**config.mk**
```make
export PLATFORM = sky130hd
export DESIGN_NAME = i2c_two_byte_write_master
export DESIGN_NICKNAME = d
export VERILOG_FILES = /design/src/hw/rtl/i2ctbw_pkg.sv /design/src/hw/rtl/i2ctbw_cfg.sv /design/src/hw/rtl/i2ctbw_seq.sv /design/src/hw/rtl/i2c_two_byte_write_master.sv
export SDC_FILE = /design/constraint.sdc
export NUM_CORES = 1
export LEC_CHECK = 0
export BUFFER_PORTS_ARGS = -buffer_cell sky130_fd_sc_hd__buf_2
export CORE_MARGIN = 1
export CORE_UTILIZATION = 55
export DETAILED_ROUTE_END_ITERATION = 6
export HOLD_SLACK_MARGIN = 0.12
export PLACE_DENSITY_LB_ADDON = 0.3
export SLEW_MARGIN = 10
export SYNTH_ARGS = -nofsm -noshare
export SYNTH_HDL_FRONTEND = slang
export SYNTH_SLANG_ARGS = --single-unit
```
**constraint.sdc**
```tcl
create_clock -name clk_i -period 4.3 [get_ports clk_i]
set_clock_uncertainty 0.15 [all_clocks]
set_input_delay 1.29 -clock clk_i [delete_from_list [all_inputs] [get_ports clk_i]]
set_output_delay 1.29 -clock clk_i [all_outputs]
set_load 0.02 [all_outputs]
```
**src/hw/rtl/i2ctbw_pkg.sv**
```systemverilog
// Shared types and constants for the I2C two-byte write master.
package i2ctbw_pkg;

  // Configuration register indexes.
  localparam int unsigned CfgIdxW = 2;
  localparam logic [CfgIdxW-1:0] CFG_ADDRESS_BYTE = 2'd0;
  localparam logic [CfgIdxW-1:0] CFG_ACK_TIMEOUT  = 2'd1;

  localparam int unsigned CfgDataW = 12;
  localparam int unsigned TimeoutW = 12;

  localparam logic [7:0]          ADDR_RESET    = 8'h5E;
  localparam logic [TimeoutW-1:0] TIMEOUT_RESET = 12'd2000;

  // Completion codes reported on status.
  localparam logic [1:0] STATUS_OK        = 2'd0;
  localparam logic [1:0] STATUS_ADDR_NACK = 2'd1;
  localparam logic [1:0] STATUS_DATA_NACK = 2'd2;

  // Bus phases of the write sequence.
  typedef enum logic [4:0] {
    PH_IDLE     = 5'd0,
    PH_START_A  = 5'd1,
    PH_START_B  = 5'd2,
    PH_START_C  = 5'd3,
    PH_BIT_LOW  = 5'd4,
    PH_BIT_HIGH = 5'd5,
    PH_ACK_REL  = 5'd6,
    PH_ACK_POLL = 5'd7,
    PH_STOP_A   = 5'd8,
    PH_STOP_B   = 5'd9,
    PH_STOP_C   = 5'd10
  } phase_e;

  // Configuration values seen by the sequencer.
  typedef struct packed {
    logic [7:0]          address_byte;
    logic [TimeoutW-1:0] ack_timeout_limit;
  } cfg_t;

  // One tick's input item.
  typedef struct packed {
    logic       go;
    logic [7:0] level_value;
    logic       sda_sample;
  } tick_in_t;

  // One tick's result item.
  typedef struct packed {
    logic       scl_level;
    logic       sda_level;
    logic       sda_drive;
    logic       busy_res;
    logic       done_res;
    logic [1:0] status;
  } tick_out_t;

endpackage

```
**src/hw/rtl/i2ctbw_cfg.sv**
```systemverilog
// Configuration register file for the I2C two-byte write master.
module i2ctbw_cfg
  import i2ctbw_pkg::*;
(
  input  logic                clk_i,
  input  logic                rst_ni,
  input  logic                cfg_valid_i,
  output logic                cfg_ready_o,
  input  logic [CfgIdxW-1:0]  cfg_index_i,
  input  logic [CfgDataW-1:0] cfg_data_i,
  output cfg_t                cfg_o
);

  logic [7:0]          address_byte_q;
  logic [TimeoutW-1:0] ack_timeout_q;

  // Writes are always taken.
  assign cfg_ready_o = 1'b1;

  // Register writes; indexes beyond the list are dropped.
  always_ff @(posedge clk_i or negedge rst_ni) begin
    if (!rst_ni) begin
      address_byte_q <= ADDR_RESET;
      ack_timeout_q  <= TIMEOUT_RESET;
    end else if (cfg_valid_i) begin
      case (cfg_index_i)
        CFG_ADDRESS_BYTE: address_byte_q <= cfg_data_i[7:0];
        CFG_ACK_TIMEOUT:  ack_timeout_q  <= cfg_data_i[TimeoutW-1:0];
        default: ;
      endcase
    end
  end

  assign cfg_o.address_byte      = address_byte_q;
  assign cfg_o.ack_timeout_limit = ack_timeout_q;

endmodule

```
**src/hw/rtl/i2ctbw_seq.sv**
```systemverilog
// Bus phase sequencer: computes one tick's line levels and advances the write sequence.
module i2ctbw_seq
  import i2ctbw_pkg::*;
(
  input  logic      clk_i,
  input  logic      rst_ni,
  input  logic      step_i,
  input  tick_in_t  tick_i,
  input  cfg_t      cfg_i,
  output tick_out_t tick_o
);

  phase_e              phase_q, phase_d;
  logic [7:0]          shift_q, shift_d;
  logic [7:0]          held_q, held_d;
  logic [2:0]          bit_count_q, bit_count_d;
  logic [TimeoutW-1:0] poll_count_q, poll_count_d;
  logic                second_q, second_d;
  logic [1:0]          result_q, result_d;
  logic [TimeoutW:0]   poll_next;
  logic                cur_bit;

  assign cur_bit   = shift_q[7];
  assign poll_next = {1'b0, poll_count_q} + {{TimeoutW{1'b0}}, 1'b1};

  // Next phase and datapath state.
  always_comb begin
    phase_d      = phase_q;
    shift_d      = shift_q;
    held_d       = held_q;
    bit_count_d  = bit_count_q;
    poll_count_d = poll_count_q;
    second_d     = second_q;
    result_d     = result_q;
    case (phase_q)
      PH_START_A: phase_d = PH_START_B;
      PH_START_B: phase_d = PH_START_C;
      PH_START_C: begin
        bit_count_d = 3'd0;
        phase_d     = PH_BIT_LOW;
      end
      PH_BIT_LOW: phase_d = PH_BIT_HIGH;
      PH_BIT_HIGH: begin
        shift_d     = {shift_q[6:0], 1'b0};
        bit_count_d = bit_count_q + 3'd1;
        phase_d     = (bit_count_d == 3'd0) ? PH_ACK_REL : PH_BIT_LOW;
      end
      PH_ACK_REL: begin
        poll_count_d = '0;
        phase_d      = PH_ACK_POLL;
      end
      PH_ACK_POLL: begin
        if (!tick_i.sda_sample) begin
          if (!second_q) begin
            // Address acknowledged: load the data byte.
            shift_d     = held_q;
            second_d    = 1'b1;
            bit_count_d = 3'd0;
            phase_d     = PH_BIT_LOW;
          end else begin
            result_d = STATUS_OK;
            phase_d  = PH_STOP_A;
          end
        end else if (poll_next > {1'b0, cfg_i.ack_timeout_limit}) begin
          // A NACK that lasts past the timeout limit ends the transaction with an error.
          result_d = second_q ? STATUS_DATA_NACK : STATUS_ADDR_NACK;
          phase_d  = PH_STOP_A;
        end else begin
          poll_count_d = poll_next[TimeoutW-1:0];
        end
      end
      PH_STOP_A: phase_d = PH_STOP_B;
      PH_STOP_B: phase_d = PH_STOP_C;
      PH_STOP_C: phase_d = PH_IDLE;
      default: begin
        phase_d = PH_IDLE;
        if (tick_i.go) begin
          held_d       = tick_i.level_value;
          shift_d      = cfg_i.address_byte;
          bit_count_d  = 3'd0;
          poll_count_d = '0;
          second_d     = 1'b0;
          result_d     = STATUS_OK;
          phase_d      = PH_START_A;
        end
      end
    endcase
  end

  // Line levels and flags for this tick.
  always_comb begin
    logic scl, sdl, drv, busy, done;
    scl  = 1'b1;
    sdl  = 1'b1;
    drv  = 1'b0;
    busy = 1'b1;
    done = 1'b0;
    case (phase_q)
      PH_START_A: drv = 1'b1;
      PH_START_B: begin
        sdl = 1'b0;
        drv = 1'b1;
      end
      PH_START_C, PH_STOP_A: begin
        scl = 1'b0;
        sdl = 1'b0;
        drv = 1'b1;
      end
      PH_BIT_LOW: begin
        scl = 1'b0;
        sdl = cur_bit;
        drv = 1'b1;
      end
      PH_BIT_HIGH: begin
        sdl = cur_bit;
        drv = 1'b1;
      end
      PH_ACK_REL:  scl = 1'b0;
      PH_ACK_POLL: ;
      PH_STOP_B: begin
        sdl = 1'b0;
        drv = 1'b1;
      end
      PH_STOP_C: begin
        drv  = 1'b1;
        done = 1'b1;
      end
      default: busy = tick_i.go;
    endcase
    // A released line reads high through the pull-up.
    tick_o.scl_level = scl;
    tick_o.sda_level = drv ? sdl : 1'b1;
    tick_o.sda_drive = drv;
    tick_o.busy_res  = busy;
    tick_o.done_res  = done;
    tick_o.status    = result_d;
  end

  // Sequencer state advances once per processed tick.
  always_ff @(posedge clk_i or negedge rst_ni) begin
    if (!rst_ni) begin
      phase_q      <= PH_IDLE;
      shift_q      <= '0;
      held_q       <= '0;
      bit_count_q  <= '0;
      poll_count_q <= '0;
      second_q     <= 1'b0;
      result_q     <= STATUS_OK;
    end else if (step_i) begin
      phase_q      <= phase_d;
      shift_q      <= shift_d;
      held_q       <= held_d;
      bit_count_q  <= bit_count_d;
      poll_count_q <= poll_count_d;
      second_q     <= second_d;
      result_q     <= result_d;
    end
  end

endmodule

```
**src/hw/rtl/i2c_two_byte_write_master.sv**
```systemverilog
// Top level of the I2C two-byte write master: input register, sequencer, result register.
//
// Each accepted input item is one bus phase tick and produces exactly one result item
// with the SCL/SDA levels, busy, done and status for that tick. The block takes one
// item per clock cycle when the output side is not stalled. An accepted item is held in
// the input register until it can advance; the sequencer computes its result from it
// combinationally and the result register captures that result, holding it while the
// output side is stalled, and presents it with out_valid_o. A full transaction with immediate
// acknowledges spans 43 ticks from go to the done tick; each ACK wait lasts up to
// ack_timeout_limit + 1 poll ticks. Configuration writes are always ready and must be
// issued only while no transaction is in flight.
module i2c_two_byte_write_master
  import i2ctbw_pkg::*;
(
  input  logic                clk_i,
  input  logic                rst_ni,
  // Input tick channel.
  input  logic                in_valid_i,
  output logic                in_stall_o,
  input  logic                go_i,
  input  logic [7:0]          level_value_i,
  input  logic                sda_sample_i,
  // Result channel.
  output logic                out_valid_o,
  input  logic                out_stall_i,
  output logic                scl_level_o,
  output logic                sda_level_o,
  output logic                sda_drive_o,
  output logic                busy_res_o,
  output logic                done_res_o,
  output logic [1:0]          status_o,
  // Configuration write channel.
  input  logic                cfg_valid_i,
  output logic                cfg_ready_o,
  input  logic [CfgIdxW-1:0]  cfg_index_i,
  input  logic [CfgDataW-1:0] cfg_data_i
);

  cfg_t      cfg;
  tick_in_t  in_q;
  logic      in_valid_q;
  tick_out_t res_d, res_q;
  logic      out_valid_q;
  logic      advance;
  logic      in_take;

  // A tick moves on when the result register is free or being emptied.
  assign advance    = in_valid_q && (!out_valid_q || !out_stall_i);
  assign in_stall_o = in_valid_q && !advance;
  assign in_take    = in_valid_i && !in_stall_o;

  i2ctbw_cfg u_cfg (
    .clk_i       (clk_i),
    .rst_ni      (rst_ni),
    .cfg_valid_i (cfg_valid_i),
    .cfg_ready_o (cfg_ready_o),
    .cfg_index_i (cfg_index_i),
    .cfg_data_i  (cfg_data_i),
    .cfg_o       (cfg)
  );

  // Input register.
  always_ff @(posedge clk_i or negedge rst_ni) begin
    if (!rst_ni) begin
      in_valid_q <= 1'b0;
    end else if (in_take) begin
      in_valid_q <= 1'b1;
    end else if (advance) begin
      in_valid_q <= 1'b0;
    end
  end

  always_ff @(posedge clk_i) begin
    if (in_take) begin
      in_q.go          <= go_i;
      in_q.level_value <= level_value_i;
      in_q.sda_sample  <= sda_sample_i;
    end
  end

  i2ctbw_seq u_seq (
    .clk_i  (clk_i),
    .rst_ni (rst_ni),
    .step_i (advance),
    .tick_i (in_q),
    .cfg_i  (cfg),
    .tick_o (res_d)
  );

  // Result register.
  always_ff @(posedge clk_i or negedge rst_ni) begin
    if (!rst_ni) begin
      out_valid_q <= 1'b0;
    end else if (advance) begin
      out_valid_q <= 1'b1;
    end else if (!out_stall_i) begin
      out_valid_q <= 1'b0;
    end
  end

  always_ff @(posedge clk_i) begin
    if (advance) begin
      res_q <= res_d;
    end
  end

  assign out_valid_o = out_valid_q;
  assign scl_level_o = res_q.scl_level;
  assign sda_level_o = res_q.sda_level;
  assign sda_drive_o = res_q.sda_drive;
  assign busy_res_o  = res_q.busy_res;
  assign done_res_o  = res_q.done_res;
  assign status_o    = res_q.status;

endmodule

```
==> impl_metrics.tcl, run 1 <==
set metrics [dict create \
    worstSetupStartpointType "flop" \
    start_util_pct 57.00 \
    seq_area_um2 2026 \
    period_share_pct 85.72 \
    cellLeakagePower_nw 1.984 \
    cts_buffers 9 \
    ys_seq_area_share_pct 49.00 \
    ir_drop_v 0.0003176 \
    powerDensity_nw_per_um2 581.2 \
    area_delta_synth_final_pct 10.17 \
    viasPerCell 5.929 \
    nFillCells 592 \
    synth_cell_types 61 \
    clock_sink_count 77 \
    synth_cells 385 \
    diodes 0 \
    gp_congestion 0.8959 \
    syn-num-nets 429 \
    cts.clk_slew.worst_paths_ns 0.09 \
    cts_root_buffer "clkbuf_8" \
    io_buffer_count 37 \
    holdPathStages 1 \
    finalSetupViolCount 0 \
    fp-row-count 31 \
    ys_seq_elements 77 \
    ff2ff_path_depth 11 \
    drtIter0Drc 286 \
    fin_crit_ns 3.686 \
    die_w_um 88.70 \
    wl_per_cell_um 16.28 \
    required_ns 4.39 \
    synthFlopType "dfrtp_1" \
    critical_path_class "reg -> reg" \
    drv_cap 0 \
    dp.cells 502 \
    postPlaceCellArea_um2 4348 \
    die_h_um 88.70 \
    htreeDepth 3 \
    cp_max_fo 11 \
    cp.arrival_ns 3.78 \
    ys_warn_count 0 \
    grt_max_degree 49 \
    r2r_slack_ns 0.61 \
    stdcell_count 518 \
    stdcell_area_um2 4554 \
    cts_setup_buffers 0 \
    final_util_pct 62.79 \
    setup_tns_ns 0 \
    syn_area_um2 4134 \
    worst_pin_slew_ns 1.095 \
    synthArstFlopShare_pct 77.92 \
    synth_area_per_cell_um2 10.74 \
    layout.cells.most_common "dfrtp_1" \
    dp_hpwl_mm 5.758 \
    dieArea_um2 7867 \
    endpoint_kind "flop" \
    cts_buffer_depth 2 \
    synthTopCellsByArea "dfrtp_1 (30%), edfxtp_1 (12%), mux2_2 (8.4%)" \
    drv_slew 0 \
    grt_pass1_wl_mm 14.17 \
    num_io_pins 39 \
    grt_pass1_vias 2980 \
    wl_mm 8.435 \
    clk_latency_ns 0.36 \
    detail-route-antenna-nets 0 \
    multi_input_area_um2 1923 \
    fmax_ghz 0.2713 \
    core_region_area_um2 7253 \
    rsz0062_at_grt "false" \
    drive_gt1_share_pct 26.73 \
    layout_common_cells "dfrtp_1 (49), buf_2 (36), mux2_2 (31)" \
    dr_total_vias 3071 \
    post-route-drc-count 0 \
    slew_headroom_pct 26.99 \
    antenna_found_initial 0 \
    fin_nets 458 \
    firstDrtPassIters 6 \
    hold_class "reg -> reg" \
    grt-ovfl-total 0 \
    synth_top_cell_area_share_pct 29.66 \
    cts_tree "done" \
    grtUsageTotal_pct 23.74 \
    cts_resized 0 \
    outcome "completed" \
    synth-edff-count 17 \
    yosysTopAreaCell "dfrtp_1" \
    holdBufCountCts 0 \
    timing_hold_violations_final 0 \
]
cells in the mapped netlist, types with 3 or more instances:
master / number
a21oi_1: 25
edfxtp_1: 17
buf_4: 3
nand4_1: 6
nand2b_1: 5
nor2_1: 19
a211oi_1: 3
nor4_2: 4
a21o_1: 6
buf_2: 7
a22oi_1: 6
nand3_1: 16
dfrtp_1: 49
ha_1: 15
o211ai_1: 6
mux2_2: 31
nand2_1: 30
dfstp_2: 11
a31oi_1: 5
xnor2_1: 6
clkbuf_1: 9
o21ai_0: 25
inv_1: 17
xor2_1: 4
mux2i_1: 7
and2_1: 4
nor3b_1: 3
nor3_1: 5
flip-flops by register name, summed over array words and instances (netlist names), 2 cells and up:
| name | count |
|---|---|
| u_seq.result_q | 2 |
| u_cfg.address_byte_q | 8 |
| u_seq.bit_count_q | 3 |
| u_seq.phase_q | 4 |
| u_seq.held_q | 8 |
| in_q | 10 |
| status_o | 2 |
| u_seq.poll_count_q | 12 |
| u_seq.shift_q | 8 |
| u_cfg.ack_timeout_q | 12 |
stage by stage:
step / power (mW) / hold slack, ns / worst slack, ns
2_1_floorplan: 1.864 / 0.2947 / 1.018
3_3_place_gp: 2.030 / 0.3100 / 0.8238
3_5_place_dp: 2.067 / 0.3189 / 0.6784
4_1_cts: 2.646 / 0.3400 / 0.6652
5_1_grt: 2.831 / 0.3632 / 0.3695
6_report: 2.647 / 0.3341 / 0.6141
cells by family after synthesis:
logic type	synth area share (%)
AND/OR/NAND/NOR	15.25
AO/OA/AOI/OAI	14.01
flip-flops	49.00
buffers and inverters	4.479
multiplexers	10.50
adder cells (fa/ha/maj)	4.540
XOR/XNOR	2.119
other	0.09071
worst max-delay path, stage by stage, from the launching register on:
cell	delay (ns)
dfrtp_1	0.42
ha_1	0.26
nand3_2	0.18
or2_2	0.38
xnor2_1	0.15
ha_1	0.32
nand4_1	0.15
a211oi_1	0.30
nor4b_1	0.11
nor2_1	0.63
nor2_2	0.18
a221o_1	0.33
final timing paths:
check                                                  startpoint                                end
worst max-delay path            u_seq.poll_count_q[0]$_DFFE_PN0P_  u_seq.poll_count_q[2]$_DFFE_PN0P_
worst min-delay path                            in_q[4]$_DFFE_PP_        u_seq.held_q[3]$_DFFE_PN0P_
worst max register to register  u_seq.poll_count_q[0]$_DFFE_PN0P_  u_seq.poll_count_q[2]$_DFFE_PN0P_
worst min register to register                  in_q[4]$_DFFE_PP_        u_seq.held_q[3]$_DFFE_PN0P_
max in group asynchronous                                  rst_ni  u_seq.poll_count_q[3]$_DFFE_PN0P_
min in group asynchronous                                  rst_ni       u_seq.phase_q[0]$_DFFE_PN0P_
cell type report:
type                            count  area share, %
Sequential cell                    77          44.48
Multi-Input combinational cell    268          42.23
Timing Repair Buffer               40          4.615
Clock buffer                        9          2.720
Tap cell                           99          2.720
Clock inverter                      7          1.758
Inverter                           18          1.484
metal layers:
layer  global-route usage, %  up-vias  routed length (um)
li1                        -     1451                   -
met1                   32.08     1501                3924
met2                   38.81      105                4009
met3                   4.664       14                 387
met4                   7.331        0                 114
met5                       0        -                   0
power by group:
part,internal (mW),switching [mW],leakage [nW]
combinational,0.389,0.488,0.994
clock,0.277,0.295,0.103
sequential,0.959,0.239,0.888
No activity file was read; power rests on OpenSTA's default activity.
==> run 2, diff against run 1 <==
Settings changed: MAX_ROUTING_LAYER set to met4.
==> run 2 against run 1 <==
Sequential cell count did not move. Count of clock-buffer cells in the layout did not move. Sequential share of layout area did not move. Largest power group unchanged. Highest routed layer unchanged.
==> impl_metrics.tcl, run 2 (synthesized netlist as in run 1, its figures left out) <==
set metrics [dict create \
    ff2ff_path_depth 11 \
    worst_pin_slew_ns 1.116 \
    cts_tree "done" \
    drive_gt1_share_pct 26.73 \
    dr_total_vias 3027 \
    cts_resized 0 \
    post-place-ws_ns 0.6784 \
    r2r_slack_ns 0.65 \
    cp.arrival_ns 3.74 \
    dieArea_um2 7867 \
    gp_congestion 0.9111 \
    outcome "completed" \
    cp_slowest_cell "nor2_1" \
    worstSetupStartpointType "flop" \
    fin_nets 458 \
    cts.clk_slew.worst_paths_ns 0.09 \
    min_to "u_seq.held_q[3]$_DFFE_PN0P_" \
    setup_slack_ns 0.6497 \
    antenna_found_initial 0 \
    clock_sink_count 77 \
    largest_registers "u_cfg.ack_timeout_q: 12 flops, u_seq.poll_count_q: 12 flops, in_q: 10 flops" \
    diodes 0 \
    period_share_pct 84.89 \
    htreeDepth 3 \
    drtIter0Drc 271 \
    grt_pass1_vias 2981 \
    ir_drop_v 0.0003170 \
    fmax_ghz 0.2739 \
    cts_setup_buffers 0 \
    grt_pass1_wl_mm 14.17 \
    critical_path_class "reg -> reg" \
    r2r_end "u_seq.poll_count_q[2]$_DFFE_PN0P_" \
    cts_buffers 9 \
    die_h_um 88.70 \
    seq_area_um2 2026 \
    cts_buffer_depth 2 \
    final_util_pct 62.79 \
    powerDensity_nw_per_um2 580.1 \
    viasPerCell 5.844 \
    holdPathStages 1 \
    slew_headroom_pct 25.62 \
    post-route-drc-count 0 \
    crit_buf_inv 0 \
    p_total_mw 2.642 \
    drv_cap 0 \
    grt-ovfl-total 0 \
    crit_top_cell "ha_1" \
    cellLeakagePower_nw 1.984 \
    wl_mm 8.373 \
    timing_hold_violations_final 0 \
    cp_top_family "simple AND/OR/NAND/NOR gates" \
    rsz0062_at_grt "false" \
    clk_latency_ns 0.35 \
    finalSetupViolCount 0 \
    cp_slowest_stage_delay_ns 0.60 \
    die_w_um 88.70 \
    nFillCells 592 \
    hold_class "reg -> reg" \
    cp_max_fo 11 \
    hold_start "in_q[4]$_DFFE_PP_" \
    setup_tns_ns 0 \
    worstReg2RegStart "u_seq.poll_count_q[0]$_DFFE_PN0P_" \
    holdBufCountCts 0 \
    required_ns 4.39 \
    multi_input_area_um2 1923 \
    fin_crit_ns 3.650 \
    layout_common_cells "dfrtp_1 (49), buf_2 (36), mux2_2 (31)" \
    detail-route-antenna-nets 0 \
    grtUsageTotal_pct 24.48 \
    grt_max_degree 49 \
    core_region_area_um2 7253 \
    area_delta_synth_final_pct 10.17 \
    drv_slew 0 \
    fp-row-count 31 \
    path_cells "ha_1 -> nand3_2 -> or2_2 -> xnor2_1 -> ha_1 -> nand4_1 -> a211oi_1 -> nor4b_1 -> nor2_1 -> nor2_2 -> a221o_1" \
    num_io_pins 39 \
    io_buffer_count 37 \
    cts_root_buffer "clkbuf_8" \
    dp_hpwl_mm 5.758 \
    start_util_pct 57.00 \
    wl_per_cell_um 16.16 \
    endpoint_kind "flop" \
    layout.cells.most_common "dfrtp_1" \
    firstDrtPassIters 4 \
]
run 2: worst reg2reg max path, stage by stage, from the launching register on:
cell	delay [ns]
dfrtp_1	0.42
ha_1	0.26
nand3_2	0.18
or2_2	0.38
xnor2_1	0.15
ha_1	0.32
nand4_1	0.15
a211oi_1	0.30
nor4b_1	0.11
nor2_1	0.60
nor2_2	0.18
a221o_1	0.33
run 2: stage by stage:
step,instance area [um2],std cells,hold WS (ns)
2_1_floorplan,4134,385,0.2947
3_3_place_gp,4348,502,0.3100
3_5_place_dp,4348,502,0.3189
4_1_cts,4552,518,0.3400
5_1_grt,4554,518,0.3632
6_report,4554,518,0.3341
run 2: worst max-delay path by stage:
stage | startpoint | endpoint | slack (ns) | cells after the start
floorplan | u_seq.poll_count_q[0]$_DFFE_PN0P_ | status_o[0]$_DFFE_PP_ | 1.02 | 14
global placement | u_seq.poll_count_q[0]$_DFFE_PN0P_ | u_seq.poll_count_q[0]$_DFFE_PN0P_ | 0.82 | 13
detailed placement | u_seq.poll_count_q[0]$_DFFE_PN0P_ | u_seq.poll_count_q[2]$_DFFE_PN0P_ | 0.68 | 11
CTS | u_seq.poll_count_q[0]$_DFFE_PN0P_ | u_seq.poll_count_q[2]$_DFFE_PN0P_ | 0.67 | 11
global route | u_seq.poll_count_q[0]$_DFFE_PN0P_ | u_seq.poll_count_q[2]$_DFFE_PN0P_ | 0.37 | 11
finish | u_seq.poll_count_q[0]$_DFFE_PN0P_ | u_seq.poll_count_q[2]$_DFFE_PN0P_ | 0.65 | 11
run 2: cell type report:
| class | count | area share (%) |
|---|---|---|
| flip-flops and latches | 77 | 44.48 |
| well taps | 99 | 2.720 |
| multi-input cells | 268 | 42.23 |
| clock inverters | 7 | 1.758 |
| clock buffers | 9 | 2.720 |
| inverters | 18 | 1.484 |
| repair buffers | 40 | 4.615 |
run 2: metal layers:
layer | vias to the layer above | routed length, um | global-route usage (%)
met5 | - | 0 | -
li1 | 1449 | - | -
met2 | 82 | 4066 | 38.81
met4 | 0 | 110 | 7.331
met1 | 1483 | 3833 | 32.14
met3 | 13 | 363 | 4.478
run 2: where the power goes:
group	switching, mW	internal, mW	leakage (nW)
Combinational	0.484	0.389	0.994
Clock	0.294	0.277	0.103
Sequential	0.239	0.959	0.888
Total	1.02	1.63	1.98
==> run 3, diff against run 2 <==
Clock period 4.3 ns to 3.4 ns, I/O delays scaled along.
==> run 3 against run 2 <==
Routed wire length up 3.2%. Global-route usage hardly changed. Design area is 3.0% higher. Sequential share of layout area is 1.3 points lower. Utilization is 1.9 points higher. Via count grew 3.0%. Power is 29% higher. Critical path depth grew 3. Setup slack worse by 0.49 ns. Clock power up 27%. First-iteration DRC count is 20% lower. Count of clock-buffer cells in the layout is the same. Critical path type unchanged. Highest routed layer unchanged.
==> impl_metrics.tcl, run 3 (synthesized netlist as in run 1, its figures left out) <==
set metrics [dict create \
    outcome "completed" \
    cts_buffers 9 \
    ir_drop_v 0.0003375 \
    seq_area_um2 2027 \
    timing_hold_violations_final 0 \
    required_ns 3.44 \
    drv_cap 0 \
    multi_input_area_um2 1958 \
    num_io_pins 39 \
    io_buffer_count 37 \
    drv_slew 0 \
    worstSetupStartpointType "flop" \
    clock_sink_count 77 \
    fin_crit_ns 3.237 \
    core_region_area_um2 7253 \
    gp_congestion 0.8770 \
    detail-route-antenna-nets 0 \
    drtIter0Drc 218 \
    layout_common_cells "dfrtp_1 (48), buf_2 (37), mux2_2 (31)" \
    die_w_um 88.70 \
    holdBufCountCts 0 \
    cp_max_fo 9 \
    cp_slowest_cell "dfrtp_1" \
    post-route-drc-count 0 \
    pwr-share-clk_pct 21.3 \
    endpoint_kind "flop" \
    wl_mm 8.644 \
    rsz0062_at_grt "true" \
    critical_path_class "reg -> reg" \
    switching_share_pct 38.37 \
    cts_root_buffer "clkbuf_8" \
    p_seq_share_pct 43.4 \
    path_cells "ha_4 -> nand3_2 -> nor2_1 -> nand3_1 -> nor2_1 -> xor2_1 -> ha_1 -> a21o_1 -> a21oi_2 -> or3b_1 -> a21oi_1 -> buf_4 -> a21boi_0 -> o211ai_1" \
    cts_buffer_depth 2 \
    p_switching_mw 1.305 \
    cts.clk_slew.worst_paths_ns 0.09 \
    grt_pass1_vias 2890 \
    dp.cells 509 \
    layout.cells.most_common "dfrtp_1" \
    area_delta_synth_final_pct 13.44 \
    viasPerCell 5.885 \
    whs_ns 0.3346 \
    cellLeakagePower_nw 2.047 \
    powerDensity_nw_per_um2 725.3 \
    crit_top_cell "nor2_1" \
    cp-startpoint "u_seq.poll_count_q[1]$_DFFE_PN0P_" \
    htreeDepth 3 \
    worstReg2RegStart "u_seq.poll_count_q[1]$_DFFE_PN0P_" \
    drive_gt1_share_pct 30.39 \
    firstDrtPassIters 5 \
    die_h_um 88.70 \
    largest_registers "u_cfg.ack_timeout_q: 12 flops, u_seq.poll_count_q: 12 flops, in_q: 10 flops" \
    cts_tree "done" \
    internal_power_mw 2.096 \
    worst_pin_slew_ns 0.6622 \
    postPlaceCellArea_um2 4413 \
    crit_buf_inv 1 \
    diodes 0 \
    grt_max_degree 26 \
    final_util_pct 64.65 \
    grt-ovfl-total 0 \
    wl_per_cell_um 16.31 \
    period_share_pct 95.21 \
    fin_nets 470 \
    hold_class "reg -> reg" \
    cp_top_family "simple AND/OR/NAND/NOR gates" \
    clk_latency_ns 0.35 \
    dp_hpwl_mm 6.025 \
    fp-row-count 31 \
    antenna_found_initial 0 \
    grt_pass1_wl_mm 14.08 \
    hold_start "in_q[8]$_DFFE_PP_" \
    stdcell_area_um2 4690 \
    cp_slowest_stage_delay_ns 0.42 \
    finalSetupViolCount 0 \
    dr_total_vias 3119 \
    stdcell_count 530 \
    fmax_ghz 0.3089 \
    cp.arrival_ns 3.28 \
    comb_power_share_pct 35.3 \
    start_util_pct 57.00 \
    slew_headroom_pct 55.66 \
    nFillCells 584 \
    dieArea_um2 7867 \
    grtUsageTotal_pct 24.50 \
]
-- run 3: cell type report --
cell class	instances	area share, %
Sequential cell	77	43.22
Multi-Input combinational cell	268	41.76
Timing Repair Buffer	52	6.617
Clock buffer	9	2.641
Tap cell	99	2.641
Clock inverter	7	1.681
Inverter	18	1.441
-- run 3: metal layers --
layer  up-vias  GRT usage [%]  wire, um
met5         -              -         0
met1      1523          33.60      3949
met4         0          8.504        71
met2       107          37.06      4182
li1       1482              -         -
met3         7          3.918       440
-- run 3: what timing repair did --
action	4_1_cts	5_1_grt
endpoints found under the setup margin	0	20
buffers inserted	0	5
resized for setup	0	8
-- run 3: worst paths after layout --
path / to / slack, ns / depth (start not counted)
worst max-delay path: status_o[0]$_DFFE_PP_ / 0.16 / 14
worst min-delay path: u_seq.held_q[7]$_DFFE_PN0P_ / 0.33 / 1
worst max register to register: status_o[0]$_DFFE_PP_ / 0.16 / 14
worst min register to register: u_seq.held_q[7]$_DFFE_PN0P_ / 0.33 / 1
max in group asynchronous: u_cfg.ack_timeout_q[10]$_DFFE_PN1P_ / 1.90 / 2
min in group asynchronous: u_seq.phase_q[2]$_DFFE_PN0P_ / 0.52 / 1
-- run 3: metrics by stage --
stage / setup TNS [ns] / setup WS, ns / total power, mW
3_3_place_gp: 0 / 0.1261 / 2.580
2_1_floorplan: 0 / 0.1176 / 2.358
5_1_grt: -0.07962 / -0.06764 / 3.633
6_report: 0 / 0.1628 / 3.401
4_1_cts: 0 / 0.02464 / 3.361
3_5_place_dp: 0 / 0.05871 / 2.634
-- run 3: power by group through the flow --
stage               Clock (mW)  Combinational, mW  Sequential (mW)
finish                   0.724               1.20             1.48
CTS                      0.732               1.16             1.47
global placement             0               1.11             1.47
floorplan                    0              0.987             1.37
detailed placement           0               1.15             1.49
global route             0.772               1.34             1.52
